==> src/dcbc_pkg.sv <==
// ----------------------------------------------------------------------------
// dcbc_pkg: shared types and constants of the chord blink controller
// Register indexes, reset values, counter widths and helper functions.
// ----------------------------------------------------------------------------
package dcbc_pkg;

  localparam int TIME_BITS = 16;
  localparam int CFG_W     = 16;
  localparam int FACTOR_W  = 4;
  localparam int IDX_W     = 3;
  localparam int CMP_W     = (TIME_BITS > CFG_W) ? TIME_BITS : CFG_W;

  // The factor is kept as factor * ceil(2^23 / 10), so that one multiply by
  // the interval followed by a shift gives interval * factor / 10 exactly.
  localparam int RECIP_W     = 24;
  localparam int RECIP_SHIFT = 23;
  localparam int PROD_W      = CFG_W + RECIP_W;
  localparam int SCALED_W    = PROD_W - RECIP_SHIFT;
  localparam logic [RECIP_W-1:0] RECIP_MUL = RECIP_W'(838861);

  localparam logic [IDX_W-1:0] REG_SLOW_INTERVAL  = IDX_W'(0);
  localparam logic [IDX_W-1:0] REG_FAST_INTERVAL  = IDX_W'(1);
  localparam logic [IDX_W-1:0] REG_MIN_ACCEL      = IDX_W'(2);
  localparam logic [IDX_W-1:0] REG_DEBOUNCE_TICKS = IDX_W'(3);
  localparam logic [IDX_W-1:0] REG_COMBO_WINDOW   = IDX_W'(4);
  localparam logic [IDX_W-1:0] REG_ACCEL_FACTOR   = IDX_W'(5);

  localparam logic [CFG_W-1:0]    SLOW_RESET     = CFG_W'(2000);
  localparam logic [CFG_W-1:0]    FAST_RESET     = CFG_W'(250);
  localparam logic [CFG_W-1:0]    MIN_RESET      = CFG_W'(100);
  localparam logic [CFG_W-1:0]    DEBOUNCE_RESET = CFG_W'(50);
  localparam logic [CFG_W-1:0]    COMBO_RESET    = CFG_W'(150);
  localparam logic [FACTOR_W-1:0] FACTOR_RESET   = FACTOR_W'(5);

  typedef enum logic [1:0] {
    MODE_SLOW  = 2'd0,
    MODE_FAST  = 2'd1,
    MODE_ACCEL = 2'd2
  } mode_t;

  typedef enum logic [1:0] {
    KIND_NONE = 2'd0,
    KIND_SLOW = 2'd1,
    KIND_FAST = 2'd2
  } kind_t;

  typedef struct packed {
    logic [CFG_W-1:0]   slow_interval;
    logic [CFG_W-1:0]   fast_interval;
    logic [CFG_W-1:0]   min_accel_interval;
    logic [CFG_W-1:0]   debounce_ticks;
    logic [CFG_W-1:0]   combo_window;
    logic [RECIP_W-1:0] factor_recip;
  } cfg_t;

  function automatic logic [TIME_BITS-1:0] sat_inc(input logic [TIME_BITS-1:0] v);
    return (&v) ? v : v + 1'b1;
  endfunction

  function automatic logic reached(input logic [TIME_BITS-1:0] cnt,
                                   input logic [CFG_W-1:0] limit);
    return CMP_W'(cnt) >= CMP_W'(limit);
  endfunction

endpackage

==> src/dcbc_debounce.sv <==
// ----------------------------------------------------------------------------
// dcbc_debounce: settle-counter debouncer for one button
// Tracks the raw level, counts ticks without change and flags a stable press.
// ----------------------------------------------------------------------------
module dcbc_debounce import dcbc_pkg::*; (
  input  logic             clk,
  input  logic             rst,
  input  logic             en,
  input  logic             first,
  input  logic             level,
  input  logic [CFG_W-1:0] ticks,
  output logic             stable_next,
  output logic             press
);

  logic                 raw;
  logic                 stable;
  logic [TIME_BITS-1:0] count;
  logic                 raw_next;
  logic [TIME_BITS-1:0] count_next;
  logic                 settle;

  always_comb begin
    raw_next    = level;
    count_next  = '0;
    stable_next = stable;
    press       = 1'b0;
    settle      = 1'b0;
    if (first) begin
      stable_next = level;
    end else begin
      if (level == raw) begin
        count_next = sat_inc(count);
      end
      settle = (raw_next != stable) && reached(count_next, ticks);
      if (settle) begin
        stable_next = raw_next;
        press       = raw_next;
      end
    end
  end

  always_ff @(posedge clk) begin
    if (rst) begin
      raw    <= 1'b0;
      stable <= 1'b0;
      count  <= '0;
    end else if (en) begin
      raw    <= raw_next;
      stable <= stable_next;
      count  <= count_next;
    end
  end

endmodule

==> src/dcbc_blink.sv <==
// ----------------------------------------------------------------------------
// dcbc_blink: blink interval counter and LED toggle
// Counts ticks against the interval, toggles the LED and scales the interval
// in accelerating mode.
// ----------------------------------------------------------------------------
module dcbc_blink import dcbc_pkg::*; (
  input  logic  clk,
  input  logic  rst,
  input  logic  en,
  input  cfg_t  cfg,
  input  logic  enter,
  input  mode_t mode_cur,
  output logic  led_next
);

  logic [TIME_BITS-1:0] elapsed;
  logic [CFG_W-1:0]     interval;
  logic                 led_on;
  logic [CFG_W-1:0]     iv_cur;
  logic [TIME_BITS-1:0] el_inc;
  logic                 hit;
  logic [PROD_W-1:0]    prod;
  logic [SCALED_W-1:0]  scaled;
  logic [CFG_W-1:0]     scaled_sat;
  logic [CFG_W-1:0]     accel_iv;
  logic [CFG_W-1:0]     interval_next;

  always_comb begin
    iv_cur = interval;
    if (enter) begin
      iv_cur = (mode_cur == MODE_FAST) ? cfg.fast_interval : cfg.slow_interval;
    end
    el_inc     = sat_inc(elapsed);
    hit        = reached(el_inc, iv_cur);
    prod       = PROD_W'(iv_cur) * PROD_W'(cfg.factor_recip);
    scaled     = prod[PROD_W-1:RECIP_SHIFT];
    scaled_sat = (scaled > SCALED_W'({CFG_W{1'b1}})) ? {CFG_W{1'b1}} : scaled[CFG_W-1:0];
    accel_iv   = (scaled_sat <= cfg.min_accel_interval) ? cfg.slow_interval : scaled_sat;
    interval_next = (hit && mode_cur == MODE_ACCEL) ? accel_iv : iv_cur;
    led_next   = hit ? ~led_on : led_on;
  end

  always_ff @(posedge clk) begin
    if (rst) begin
      elapsed  <= '0;
      interval <= SLOW_RESET;
      led_on   <= 1'b0;
    end else if (en) begin
      elapsed  <= hit ? '0 : el_inc;
      interval <= interval_next;
      led_on   <= led_next;
    end
  end

endmodule

==> src/debounced_chord_blink_controller.sv <==
// ----------------------------------------------------------------------------
// debounced_chord_blink_controller: two-button blink controller
// Debounces two buttons, selects slow, fast or accelerating blink mode and
// drives two complementary LEDs.
// ----------------------------------------------------------------------------
// Each word on the s_ channel is one millisecond tick carrying the raw levels
// of the slower and faster buttons. For every tick the block returns exactly
// one word on the m_ channel with both LED levels, the current mode and a
// flag that is high when a mode was entered on that tick.
// A tick is held in an input register, processed by one pass of counter and
// compare logic, and written to the output register together with the state
// update once that register is free; one tick is accepted per cycle while
// m_tready is high. The longest path is the interval scaling multiply. The
// cfg port writes one register per cycle with cfg_wen high. Writes are to be
// made while no tick is in flight, unenforced by the block, and take effect
// on the next tick. Reset clears the control state, loads register defaults
// and sets slow mode, primary LED off. The first tick after reset latches the
// button levels undebounced. While m_tready is low the output word holds,
// one more tick waits in the input register, and then s_tready drops.
// ----------------------------------------------------------------------------
module debounced_chord_blink_controller import dcbc_pkg::*; (
  input  logic             clk,
  input  logic             rst,
  input  logic             s_tvalid,
  output logic             s_tready,
  input  logic [7:0]       s_tdata,   // [0] slower_level, [1] faster_level
  output logic             m_tvalid,
  input  logic             m_tready,
  output logic [7:0]       m_tdata,   // [0] led_primary, [1] led_secondary,
                                      // [3:2] blink_mode, [4] mode_changed
  input  logic             cfg_wen,
  input  logic [IDX_W-1:0] cfg_addr,
  input  logic [CFG_W-1:0] cfg_wdata
);

  cfg_t                 cfg;
  logic                 in_valid;
  logic                 in_slow;
  logic                 in_fast;
  logic                 advance;
  logic                 started;
  kind_t                pend_kind;
  logic [TIME_BITS-1:0] pend_age;
  mode_t                mode_now;
  kind_t                kind_next;
  logic [TIME_BITS-1:0] age_next;
  mode_t                mode_next;
  mode_t                enter_mode;
  logic                 enter;
  logic                 slow_stable;
  logic                 fast_stable;
  logic                 slow_press;
  logic                 fast_press;
  logic                 led_next;
  logic                 out_valid;
  logic                 out_led;
  mode_t                out_mode;
  logic                 out_changed;

  assign advance  = in_valid && (!out_valid || m_tready);
  assign s_tready = !in_valid || advance;

  always_ff @(posedge clk) begin
    if (rst) begin
      cfg.slow_interval      <= SLOW_RESET;
      cfg.fast_interval      <= FAST_RESET;
      cfg.min_accel_interval <= MIN_RESET;
      cfg.debounce_ticks     <= DEBOUNCE_RESET;
      cfg.combo_window       <= COMBO_RESET;
      cfg.factor_recip       <= RECIP_W'(FACTOR_RESET) * RECIP_MUL;
    end else if (cfg_wen) begin
      case (cfg_addr)
        REG_SLOW_INTERVAL:  cfg.slow_interval      <= cfg_wdata;
        REG_FAST_INTERVAL:  cfg.fast_interval      <= cfg_wdata;
        REG_MIN_ACCEL:      cfg.min_accel_interval <= cfg_wdata;
        REG_DEBOUNCE_TICKS: cfg.debounce_ticks     <= cfg_wdata;
        REG_COMBO_WINDOW:   cfg.combo_window       <= cfg_wdata;
        REG_ACCEL_FACTOR: begin
          cfg.factor_recip <= RECIP_W'(cfg_wdata[FACTOR_W-1:0]) * RECIP_MUL;
        end
        default: ;
      endcase
    end
  end

  always_ff @(posedge clk) begin
    if (rst) begin
      in_valid <= 1'b0;
    end else if (s_tready) begin
      in_valid <= s_tvalid;
    end
  end

  always_ff @(posedge clk) begin
    if (s_tvalid && s_tready) begin
      in_slow <= s_tdata[0];
      in_fast <= s_tdata[1];
    end
  end

  dcbc_debounce u_slow_db (
    .clk         (clk),
    .rst         (rst),
    .en          (advance),
    .first       (!started),
    .level       (in_slow),
    .ticks       (cfg.debounce_ticks),
    .stable_next (slow_stable),
    .press       (slow_press)
  );

  dcbc_debounce u_fast_db (
    .clk         (clk),
    .rst         (rst),
    .en          (advance),
    .first       (!started),
    .level       (in_fast),
    .ticks       (cfg.debounce_ticks),
    .stable_next (fast_stable),
    .press       (fast_press)
  );

  always_comb begin
    kind_next  = pend_kind;
    age_next   = pend_age;
    enter      = 1'b0;
    enter_mode = MODE_SLOW;
    if (started) begin
      if (slow_stable && fast_stable) begin
        kind_next = KIND_NONE;
        age_next  = '0;
        if (mode_now != MODE_ACCEL) begin
          enter      = 1'b1;
          enter_mode = MODE_ACCEL;
        end
      end else begin
        if (slow_press) begin
          kind_next = KIND_SLOW;
          age_next  = '0;
        end else if (fast_press) begin
          kind_next = KIND_FAST;
          age_next  = '0;
        end else if (pend_kind != KIND_NONE) begin
          age_next = sat_inc(pend_age);
        end
        if (kind_next != KIND_NONE && reached(age_next, cfg.combo_window)) begin
          enter      = 1'b1;
          enter_mode = (kind_next == KIND_SLOW) ? MODE_SLOW : MODE_FAST;
          kind_next  = KIND_NONE;
          age_next   = '0;
        end
      end
    end
    mode_next = enter ? enter_mode : mode_now;
  end

  dcbc_blink u_blink (
    .clk      (clk),
    .rst      (rst),
    .en       (advance),
    .cfg      (cfg),
    .enter    (enter),
    .mode_cur (mode_next),
    .led_next (led_next)
  );

  always_ff @(posedge clk) begin
    if (rst) begin
      started   <= 1'b0;
      pend_kind <= KIND_NONE;
      pend_age  <= '0;
      mode_now  <= MODE_SLOW;
    end else if (advance) begin
      started   <= 1'b1;
      pend_kind <= kind_next;
      pend_age  <= age_next;
      mode_now  <= mode_next;
    end
  end

  always_ff @(posedge clk) begin
    if (rst) begin
      out_valid <= 1'b0;
    end else if (advance) begin
      out_valid <= 1'b1;
    end else if (m_tready) begin
      out_valid <= 1'b0;
    end
  end

  always_ff @(posedge clk) begin
    if (advance) begin
      out_led     <= led_next;
      out_mode    <= mode_next;
      out_changed <= enter;
    end
  end

  assign m_tvalid = out_valid;
  assign m_tdata  = {3'b000, out_changed, out_mode, ~out_led, out_led};

  a_led_complement: assert property (@(posedge clk) disable iff (rst)
    m_tvalid |-> (m_tdata[1] != m_tdata[0]))
    else $error("secondary LED is not the inverse of the primary LED");

  a_chord_clears_pending: assert property (@(posedge clk) disable iff (rst)
    (advance && started && slow_stable && fast_stable) |=> (pend_kind == KIND_NONE))
    else $error("an action is pending while both buttons are held");

  a_first_tick_quiet: assert property (@(posedge clk) disable iff (rst)
    (advance && !started) |=> !out_changed)
    else $error("the first tick reported a mode change");

  a_no_output_before_start: assert property (@(posedge clk) disable iff (rst)
    !started |-> !out_valid)
    else $error("a result was presented before the first tick");

endmodule

==> config.mk <==
export PLATFORM = sky130hd
export DESIGN_NAME = debounced_chord_blink_controller
export DESIGN_NICKNAME = d
export VERILOG_FILES = /design/src/dcbc_pkg.sv /design/src/dcbc_debounce.sv /design/src/dcbc_blink.sv /design/src/debounced_chord_blink_controller.sv
export SDC_FILE = /design/constraint.sdc
export NUM_CORES = 1
export LEC_CHECK = 0
export BUFFER_PORTS_ARGS = -buffer_cell sky130_fd_sc_hd__buf_2
export CORE_MARGIN = 2
export CORE_UTILIZATION = 56
export DETAILED_ROUTE_END_ITERATION = 16
export GPL_TIMING_DRIVEN = 0
export PLACE_DENSITY = 0.72
export SLEW_MARGIN = 10
export SYNTH_ARGS = -nofsm -noshare
export SYNTH_HDL_FRONTEND = slang
export SYNTH_SLANG_ARGS = --single-unit
==> constraint.sdc <==
create_clock -name clk -period 35.1 [get_ports clk]
set_clock_uncertainty 0.2 [all_clocks]
set_input_delay 3.51 -clock clk [delete_from_list [all_inputs] [get_ports clk]]
set_output_delay 3.51 -clock clk [all_outputs]
set_load 0.01 [all_outputs]
==> PnR_summary.wiki, run 1 <==
{| class="wikitable"
! Metric !! Value
|-
| Data arrival, critical path || 20.19 ns
|-
| Aggregate global-route resource usage || 0.3419
|-
| Starting DRT DRC Count || 1779
|-
| Worst Max-Slew Pin Slew || 1.409 ns
|-
| Initial antenna violation count || 2
|-
| Maximum clock rate || 0.05009 GHz
|-
| Required time at the endpoint of the critical path || 35.33 ns
|-
| Number of failing setup endpoints in the final timing report || 0
|-
| Most numerous cell in the Yosys netlist || sky130_fd_sc_hd__nand2_1
|-
| Number of clock buffers inserted by TritonCTS || 21
|-
| Post-layout util || 0.6036
|-
| Remaining Overflow, GRT || 0
|-
| TritonCTS sink count || 202
|-
| Core region area || 42890 um2
|-
| Cell Count, Final, Fillers Out || 3659
|-
| Cell leakage power || 12.11 nW
|-
| Routed wire length || 74050 um
|-
| Minimum period implied by the final worst setup slack || ~20 ns
|-
| Worst setup path endpoint || u_blink.interval[1]
|-
| Hold/Removal Path Class || reg -> reg
|-
| Setup slack of the most critical reg-to-reg path || 15.14 ns
|-
| Status || finished, final reports clean
|-
| Aggregate negative setup slack || 0 ns
|-
| Gate count of the mapped netlist || 3002
|-
| Slew HR || 0.05430
|-
| Top fanout value on the critical path || 10
|-
| Post-synth design cell area || about 24000 um2
|-
| Maximum number of pins on one net before global-route repair || 15
|-
| Clock insertion delay at the later pin of the skew report || roughly 0.53 ns
|-
| Area share of the largest cell type after synthesis || 0.2524
|-
| Wire length of the first global-routing pass || 119100 um
|-
| Setup Crit Path Kind || reg -> reg
|-
| Inst Count DP || 3621
|-
| Synth top area cells || sky130_fd_sc_hd__fa_1 (25%), sky130_fd_sc_hd__dfxtp_1 (16%), sky130_fd_sc_hd__ha_1 (11%)
|-
| Signed area change from the synthesized netlist to the final layout || 6.661%
|-
| Metal-1 WL || 29800 um
|-
| Height of the die || 212.2 um
|-
| Maximum clock insertion buffer count || 3
|-
| Count of input and output buffers || 31
|-
| Total number of yosys warnings || 0
|-
| Nature of the critical path startpoint || flop
|-
| Worst hold margin || 0.2539 ns
|-
| Max VDD drop || 0.03768 mV
|-
| Setup repair after global routing missed its margin || no
|-
| Detail-routed net length per standard cell || around 20 um
|-
| Clock slew at the register clock pins of the worst setup and hold paths || approximately 0.070 ns
|-
| DIE AREA || between 40000 and 50000 um2
|-
| Number of hold violations in the final report || 0
|-
| Synth area leader || sky130_fd_sc_hd__fa_1
|-
| Unique masters post-synth || 75
|-
| Highest metal layer with signal wires || met4
|-
| Antenna Violating Nets Remaining || 0
|-
| Critical R2R Capture || u_blink.interval[1]
|-
| Layout cells sized above 1 || 0.03254
|-
| Vias after detailed routing || 21353
|-
| Post-route DRC || 0
|-
| Hpwl dp || about 60000 um
|-
| Share of async-settable or async-resettable flops after synthesis || 0
|-
| Via count of the first global-routing pass || between 20000 and 25000
|-
| Cell area after placement || 25180 um2
|-
| Logic depth of the worst register-to-register path || 73
|-
| Post-CTS resize count || 0
|-
| Effective utilization at floorplan || 0.5659
|-
| Total power density per cell area || between 20 and 30 nW/um2
|-
| Max Cap Viol || 0
|-
| DRT Pass-1 Iters || 6
|-
| Post-synthesis sequential element count || 202
|-
| Post-CTS Setup Repair Bufs || 0
|-
| Weighted congestion reported at the end of routability-driven placement || around 0.95
|-
| TritonCTS clock tree || done
|-
| Critical path depth || 73
|-
| Final standard cell area without fillers || 25880 um2
|-
| Net count reported at finish || about 3600
|-
| Avg Vias per Cell || between 5 and 6
|-
| Top cells by instance count after synthesis || sky130_fd_sc_hd__nand2_1 (542), sky130_fd_sc_hd__inv_1 (436), sky130_fd_sc_hd__fa_1 (306)
|-
| Buffering stage count on the worst path with inverters included || 9
|-
| Number of enable-type register cells in the synthesized netlist || 6
|-
| Post-cts hold buffer count || 0
|-
| Routed wl met3 || 5730 um
|-
| Ports placed on the boundary || 42
|-
| Biggest cell delay along the critical path || between 1 and 1.5 ns
|-
| Number of levels the H-tree was split into || 1
|-
| Crit. Startpoint || u_fast_db.count[3]
|-
| Source of the worst register-to-register timing path || u_fast_db.count[3]
|-
| Clock root buffer master || sky130_fd_sc_hd__clkbuf_16
|-
| Post-Synthesis Mean Instance Area || between 8 and 9 um2
|-
| Number of core rows || 76
|-
| Type of destination of the critical path || flop
|-
| Pins over their slew limit || 0
|-
| Die X || approximately 210 um
|-
| Cell family with the largest share of critical-path delay || compound AO/OA/AOI/OAI gates
|-
| Proportion of synthesized chip area in sequential cells || 0.1691
|-
| Detailed route wirelength on metal2 || 34950 um
|-
| Highest-delay cell along the critical path || sky130_fd_sc_hd__o21ai_1
|-
| Crit share post-route || 0.5687
|-
| Commonest register cell after synthesis || sky130_fd_sc_hd__dfxtp_1
|}
==> how the worst min path moves through the flow <==
| stage | cells after the start | slack, ns | from | endpoint |
|---|---|---|---|---|
| finish | 2 | 0.25 | cfg[65] | cfg[65] |
| global route | 2 | 0.27 | cfg[60] | cfg[60] |
| CTS | 2 | 0.26 | cfg[57] | cfg[57] |
| detailed placement | 2 | 0.25 | cfg[57] | cfg[57] |
| global placement | 2 | 0.25 | cfg[60] | cfg[60] |
| floorplan | 2 | 0.24 | cfg[74] | cfg[74] |
==> logic make-up (layout without fill, tap and decap cells) <==
family	Yosys count	count (layout)	share of synthesized area
compound gates	480	480	0.1277
fa+ha+maj	516	516	0.3607
mux	22	22	0.009641
other cells	1	4	0.0001545
xor+xnor	66	66	0.02382
flops	202	202	0.1691
buf+inv	590	659	0.09306
simple gates	1125	1125	0.2159
==> cells in the final DEF (no fill, tap or decap), types with 21 or more instances in the layout <==
master / Yosys / layout
sky130_fd_sc_hd__nor2_1: 172 / 172
sky130_fd_sc_hd__a21oi_1: 179 / 179
sky130_fd_sc_hd__nand4_1: 33 / 33
sky130_fd_sc_hd__nand3_1: 47 / 47
sky130_fd_sc_hd__xnor2_1: 32 / 32
sky130_fd_sc_hd__clkbuf_1: 136 / 140
sky130_fd_sc_hd__and3_1: 32 / 32
sky130_fd_sc_hd__fa_1: 306 / 306
sky130_fd_sc_hd__o21ai_0: 46 / 46
sky130_fd_sc_hd__xor2_1: 34 / 34
sky130_fd_sc_hd__and2_1: 164 / 164
sky130_fd_sc_hd__a21o_1: 56 / 56
sky130_fd_sc_hd__clkbuf_16: 0 / 21
sky130_fd_sc_hd__buf_2: 2 / 33
sky130_fd_sc_hd__nor3_1: 31 / 31
sky130_fd_sc_hd__inv_1: 436 / 436
sky130_fd_sc_hd__nand2_1: 542 / 542
sky130_fd_sc_hd__a22oi_1: 55 / 55
sky130_fd_sc_hd__ha_1: 210 / 210
sky130_fd_sc_hd__nand3b_1: 23 / 23
sky130_fd_sc_hd__dfxtp_1: 196 / 196
==> tightest hold or removal path: stages (launching register included) <==
cell and delay [ns]:
sky130_fd_sc_hd__dfxtp_1 0.31, sky130_fd_sc_hd__nand2_1 0.05, sky130_fd_sc_hd__a21oi_1 0.05
==> per-layer routing <==
metal / track usage / up-vias
li1: - / 9779
met1: 0.4376 / 10475
met2: 0.5768 / 877
met3: 0.05037 / 222
met4: 0.1486 / 0
met5: 0 / -
==> stage by stage <==
step	power, mW	setup WS, ns
after floorplan	0.4000	19.30
after global placement	0.4632	15.73
after detailed placement	0.4709	15.68
after CTS	0.7030	15.50
after global routing	0.7429	14.20
final	0.7057	15.14
==> area by class of cell <==
cell class | count | area (um2)
Sequential cell | 202 | 4104
Tap cell | 585 | 732.0
Buffer | 154 | 621.8
Inverter | 436 | 1637
Timing Repair Buffer | 32 | 166.4
Antenna cell | 1 | 2.502
Multi-Input combinational cell | 2212 | 17920
Fill cell | 3902 | 17000
Clock buffer | 29 | 595.6
Clock inverter | 8 | 101.3
==> sequential cells by signal, summed over array words and instances, names as in the netlist, 2 cells and up <==
signal,cells
pend_age,16
u_slow_db.count,16
u_blink.interval,16
mode_now,2
u_fast_db.count,16
cfg,104
u_blink.elapsed,16
pend_kind,2
out_mode,2
==> where the power goes <==
part | internal (mW) | leakage [nW] | switching [mW]
Clock | 0.134 | 0.333 | 0.0998
Combinational | 0.0813 | 10.1 | 0.150
Sequential | 0.235 | 1.64 | 0.00533
No activity file was read; power rests on OpenSTA's default activity.
==> inputs of run 2 (changes only) <==
--- a/config.mk
+++ b/config.mk
@@ -10,7 +10,7 @@
 export CORE_UTILIZATION = 56
 export DETAILED_ROUTE_END_ITERATION = 16
 export GPL_TIMING_DRIVEN = 0
-export PLACE_DENSITY = 0.72
+export PLACE_DENSITY = 0.75
 export SLEW_MARGIN = 10
 export SYNTH_ARGS = -nofsm -noshare
 export SYNTH_HDL_FRONTEND = slang
==> constraint.sdc (replaced) <==
create_clock -name clk -period 17.22 [get_ports clk]
set_clock_uncertainty 0.2 [all_clocks]
set_input_delay 1.722 -clock clk [delete_from_list [all_inputs] [get_ports clk]]
set_output_delay 1.722 -clock clk [all_outputs]
set_load 0.01 [all_outputs]
==> run 2 against run 1 <==
Against the previous run: cell count rose by 0.66%; worst hold slack got worse by 0.00096 ns; critical path depth fell by 2; core utilization rose by 1.4 points; sequential power rose by 100%; wire length rose by 0.31%; global-route usage fell by 0.17 points; setup slack got worse by 14 ns; non-clock buffer count rose by 22; final area rose by 2.3%; largest cell class unchanged; critical path type unchanged; via count rose by 1.2%.
==> PnR_summary.wiki, run 2 (synthesis results as in run 1) <==
{| class="wikitable"
! Metric !! Value
|-
| Status || finished, final reports clean (unchanged)
|-
| Maximum clock rate || 0.06039 GHz (was 0.05009 GHz)
|-
| Effective utilization at floorplan || 0.5659 (unchanged)
|-
| Nature of the critical path startpoint || flop (unchanged)
|-
| Data arrival, critical path || 16.78 ns (was 20.19 ns)
|-
| Setup Crit Path Kind || reg -> reg (unchanged)
|-
| Required time at the endpoint of the critical path || 17.45 ns (was 35.33 ns)
|-
| Routed wire length || 74280 um (was 74050 um)
|-
| Net count reported at finish || 3631 (was 3607)
|-
| Height of the die || 212.2 um (unchanged)
|-
| Number of clock buffers inserted by TritonCTS || 23 (was 21)
|-
| Cell leakage power || 12.42 nW (was 12.11 nW)
|-
| Aggregate global-route resource usage || 0.3403 (was 0.3419)
|-
| Most common cell after layout, fill and taps aside || sky130_fd_sc_hd__nand2_1 (unchanged)
|-
| Post-route DRC || 0 (unchanged)
|-
| Die X || 212.2 um (unchanged)
|-
| Slew HR || 0.4039 (was 0.05430)
|-
| Weighted congestion reported at the end of routability-driven placement || 0.9498 (was 0.9519)
|-
| Max VDD drop || 0.07111 mV (was 0.03768 mV)
|-
| Number of levels the H-tree was split into || 1 (unchanged)
|-
| Clock slew at the register clock pins of the worst setup and hold paths || 0.06 ns (was 0.07 ns)
|-
| Top fanout value on the critical path || 10 (unchanged)
|-
| Starting DRT DRC Count || 1825 (was 1779)
|-
| Register containing the most flip-flops in the final layout || cfg (unchanged)
|-
| DIE AREA || 45020 um2 (unchanged)
|-
| Pins over their slew limit || 0 (unchanged)
|-
| Hpwl dp || 59520 um (was 59930 um)
|-
| Maximum clock insertion buffer count || 3 (unchanged)
|-
| Detail-routed net length per standard cell || 20.17 um (was 20.24 um)
|-
| Number of core rows || 76 (unchanged)
|-
| Wire length of the first global-routing pass || 118400 um (was 119100 um)
|-
| Clock insertion delay at the later pin of the skew report || 0.54 ns (was 0.53 ns)
|-
| Max Cap Viol || 0 (unchanged)
|-
| DRT Pass-1 Iters || 5 (was 6)
|-
| Aggregate negative setup slack || 0 ns (unchanged)
|-
| Clock root buffer master || sky130_fd_sc_hd__clkbuf_16 (unchanged)
|-
| Count of input and output buffers || 31 (unchanged)
|-
| Via count of the first global-routing pass || 21914 (was 21993)
|-
| Signed area change from the synthesized netlist to the final layout || 9.162% (was 6.661%)
|-
| TritonCTS clock tree || done (unchanged)
|-
| Total power density per cell area || 55.22 nW/um2 (was 27.26 nW/um2)
|-
| Highest-count cells in the layout ignoring fill and taps || sky130_fd_sc_hd__nand2_1 (541), sky130_fd_sc_hd__inv_1 (436), sky130_fd_sc_hd__fa_1 (306) (was sky130_fd_sc_hd__nand2_1 (542), sky130_fd_sc_hd__inv_1 (436), sky130_fd_sc_hd__fa_1 (306))
|-
| Avg Vias per Cell || 5.868 (was 5.836)
|-
| Layout cells sized above 1 || 0.06230 (was 0.03254)
|-
| Core region area || 42890 um2 (unchanged)
|-
| Ports placed on the boundary || 42 (unchanged)
|-
| Number of hold violations in the final report || 0 (unchanged)
|-
| Antenna Violating Nets Remaining || 0 (unchanged)
|-
| Vias after detailed routing || 21613 (was 21353)
|-
| Type of destination of the critical path || flop (unchanged)
|-
| Worst Max-Slew Pin Slew || 0.8860 ns (was 1.409 ns)
|-
| Biggest cell delay along the critical path || 0.55 ns (was 1.08 ns)
|-
| Crit share post-route || 0.9616 (was 0.5687)
|-
| Inst Count DP || 3621 (unchanged)
|-
| Cell Count, Final, Fillers Out || 3683 (was 3659)
|-
| Maximum number of pins on one net before global-route repair || 14 (was 15)
|-
| TritonCTS sink count || 202 (unchanged)
|-
| Highest-delay cell along the critical path || sky130_fd_sc_hd__fa_1 (was sky130_fd_sc_hd__o21ai_1)
|-
| # diodes || 0 (was 1)
|-
| Hold/Removal Path Class || reg -> reg (unchanged)
|-
| Number of flip-flops under the largest register name || 104 (unchanged)
|-
| Number of failing setup endpoints in the final timing report || 0 (unchanged)
|-
| Remaining Overflow, GRT || 0 (unchanged)
|-
| Minimum period implied by the final worst setup slack || 16.56 ns (was 19.96 ns)
|-
| Initial antenna violation count || 2 (unchanged)
|}
-- run 2: cell types whose count changed in the layout (fill, tap and decap cells not counted), sizes merged --
cell      before  now
inv          437  438
clkinv         2    3
clkinvlp       3    1
buf           50   84
diode          1    0
clkbuf       165  157
bufinv         2    1
-- run 2: final cells by class --
cell class	instances	area (um2)
Sequential cell	202	4108
Fill cell	3735	16390
Multi-Input combinational cell	2212	18210
Clock buffer	33	663.1
Buffer	151	704.4
Timing Repair Buffer	57	366.6
Clock inverter	7	72.57
Inverter	436	1637
Tap cell	585	732.0
-- run 2: critical path, delay by kind of cell (launching register included) --
| kind | cells | cell delay, ns |
|---|---|---|
| buffers and inverters | 7 | 1.10 |
| adders and majority gates | 10 | 4.38 |
| AOI/OAI and AO/OA | 28 | 5.45 |
| muxes | 1 | 0.19 |
| and+or+nand+nor | 25 | 4.76 |
| DFF | 1 | 0.34 |
-- run 2: metrics by stage --
stage	area, um2	utilization	power (mW)	worst slack (ns)	hold slack [ns]
global placement	25160	0.5867	0.9454	-2.005	0.2460
detailed placement	25190	0.5873	0.9571	-2.180	0.2470
CTS	26240	0.6119	1.449	0.01089	0.2549
finish	26490	0.6177	1.463	0.6620	0.2530
floorplan	24280	-	0.8152	1.423	0.2357
global route	26490	0.6177	1.539	-0.07424	0.2738
-- run 2: repair_timing --
item                       in CTS  in global routing
setup endpoints to repair      16                 16
hold buffers                    0                  0
gates resized for setup        66                 68
setup buffers                   9                 16
pin swaps                       7                  9
-- run 2: where the power goes --
part           total (mW)  internal (mW)  switching (mW)
Clock               0.490          0.283           0.207
Sequential          0.491          0.480          0.0115
Combinational       0.481          0.172           0.309
Total                1.46          0.935           0.528
-- run 2: worst paths after layout --
path	start	end	slack [ns]	depth (start not counted)
setup / recovery	u_slow_db.count[4]	u_blink.interval[4]	0.66	71
hold / removal	cfg[69]	cfg[69]	0.25	2
setup reg to reg	u_slow_db.count[4]	u_blink.interval[4]	0.66	71
hold reg to reg	cfg[69]	cfg[69]	0.25	2
-- run 2: per-layer routing --
metal	up-vias	wire length [um]	track usage
met4	2	3175	0.1401
met2	958	34580	0.5610
met5	-	13	0
li1	9850	-	-
met1	10607	29640	0.4389
met3	196	6874	0.06662
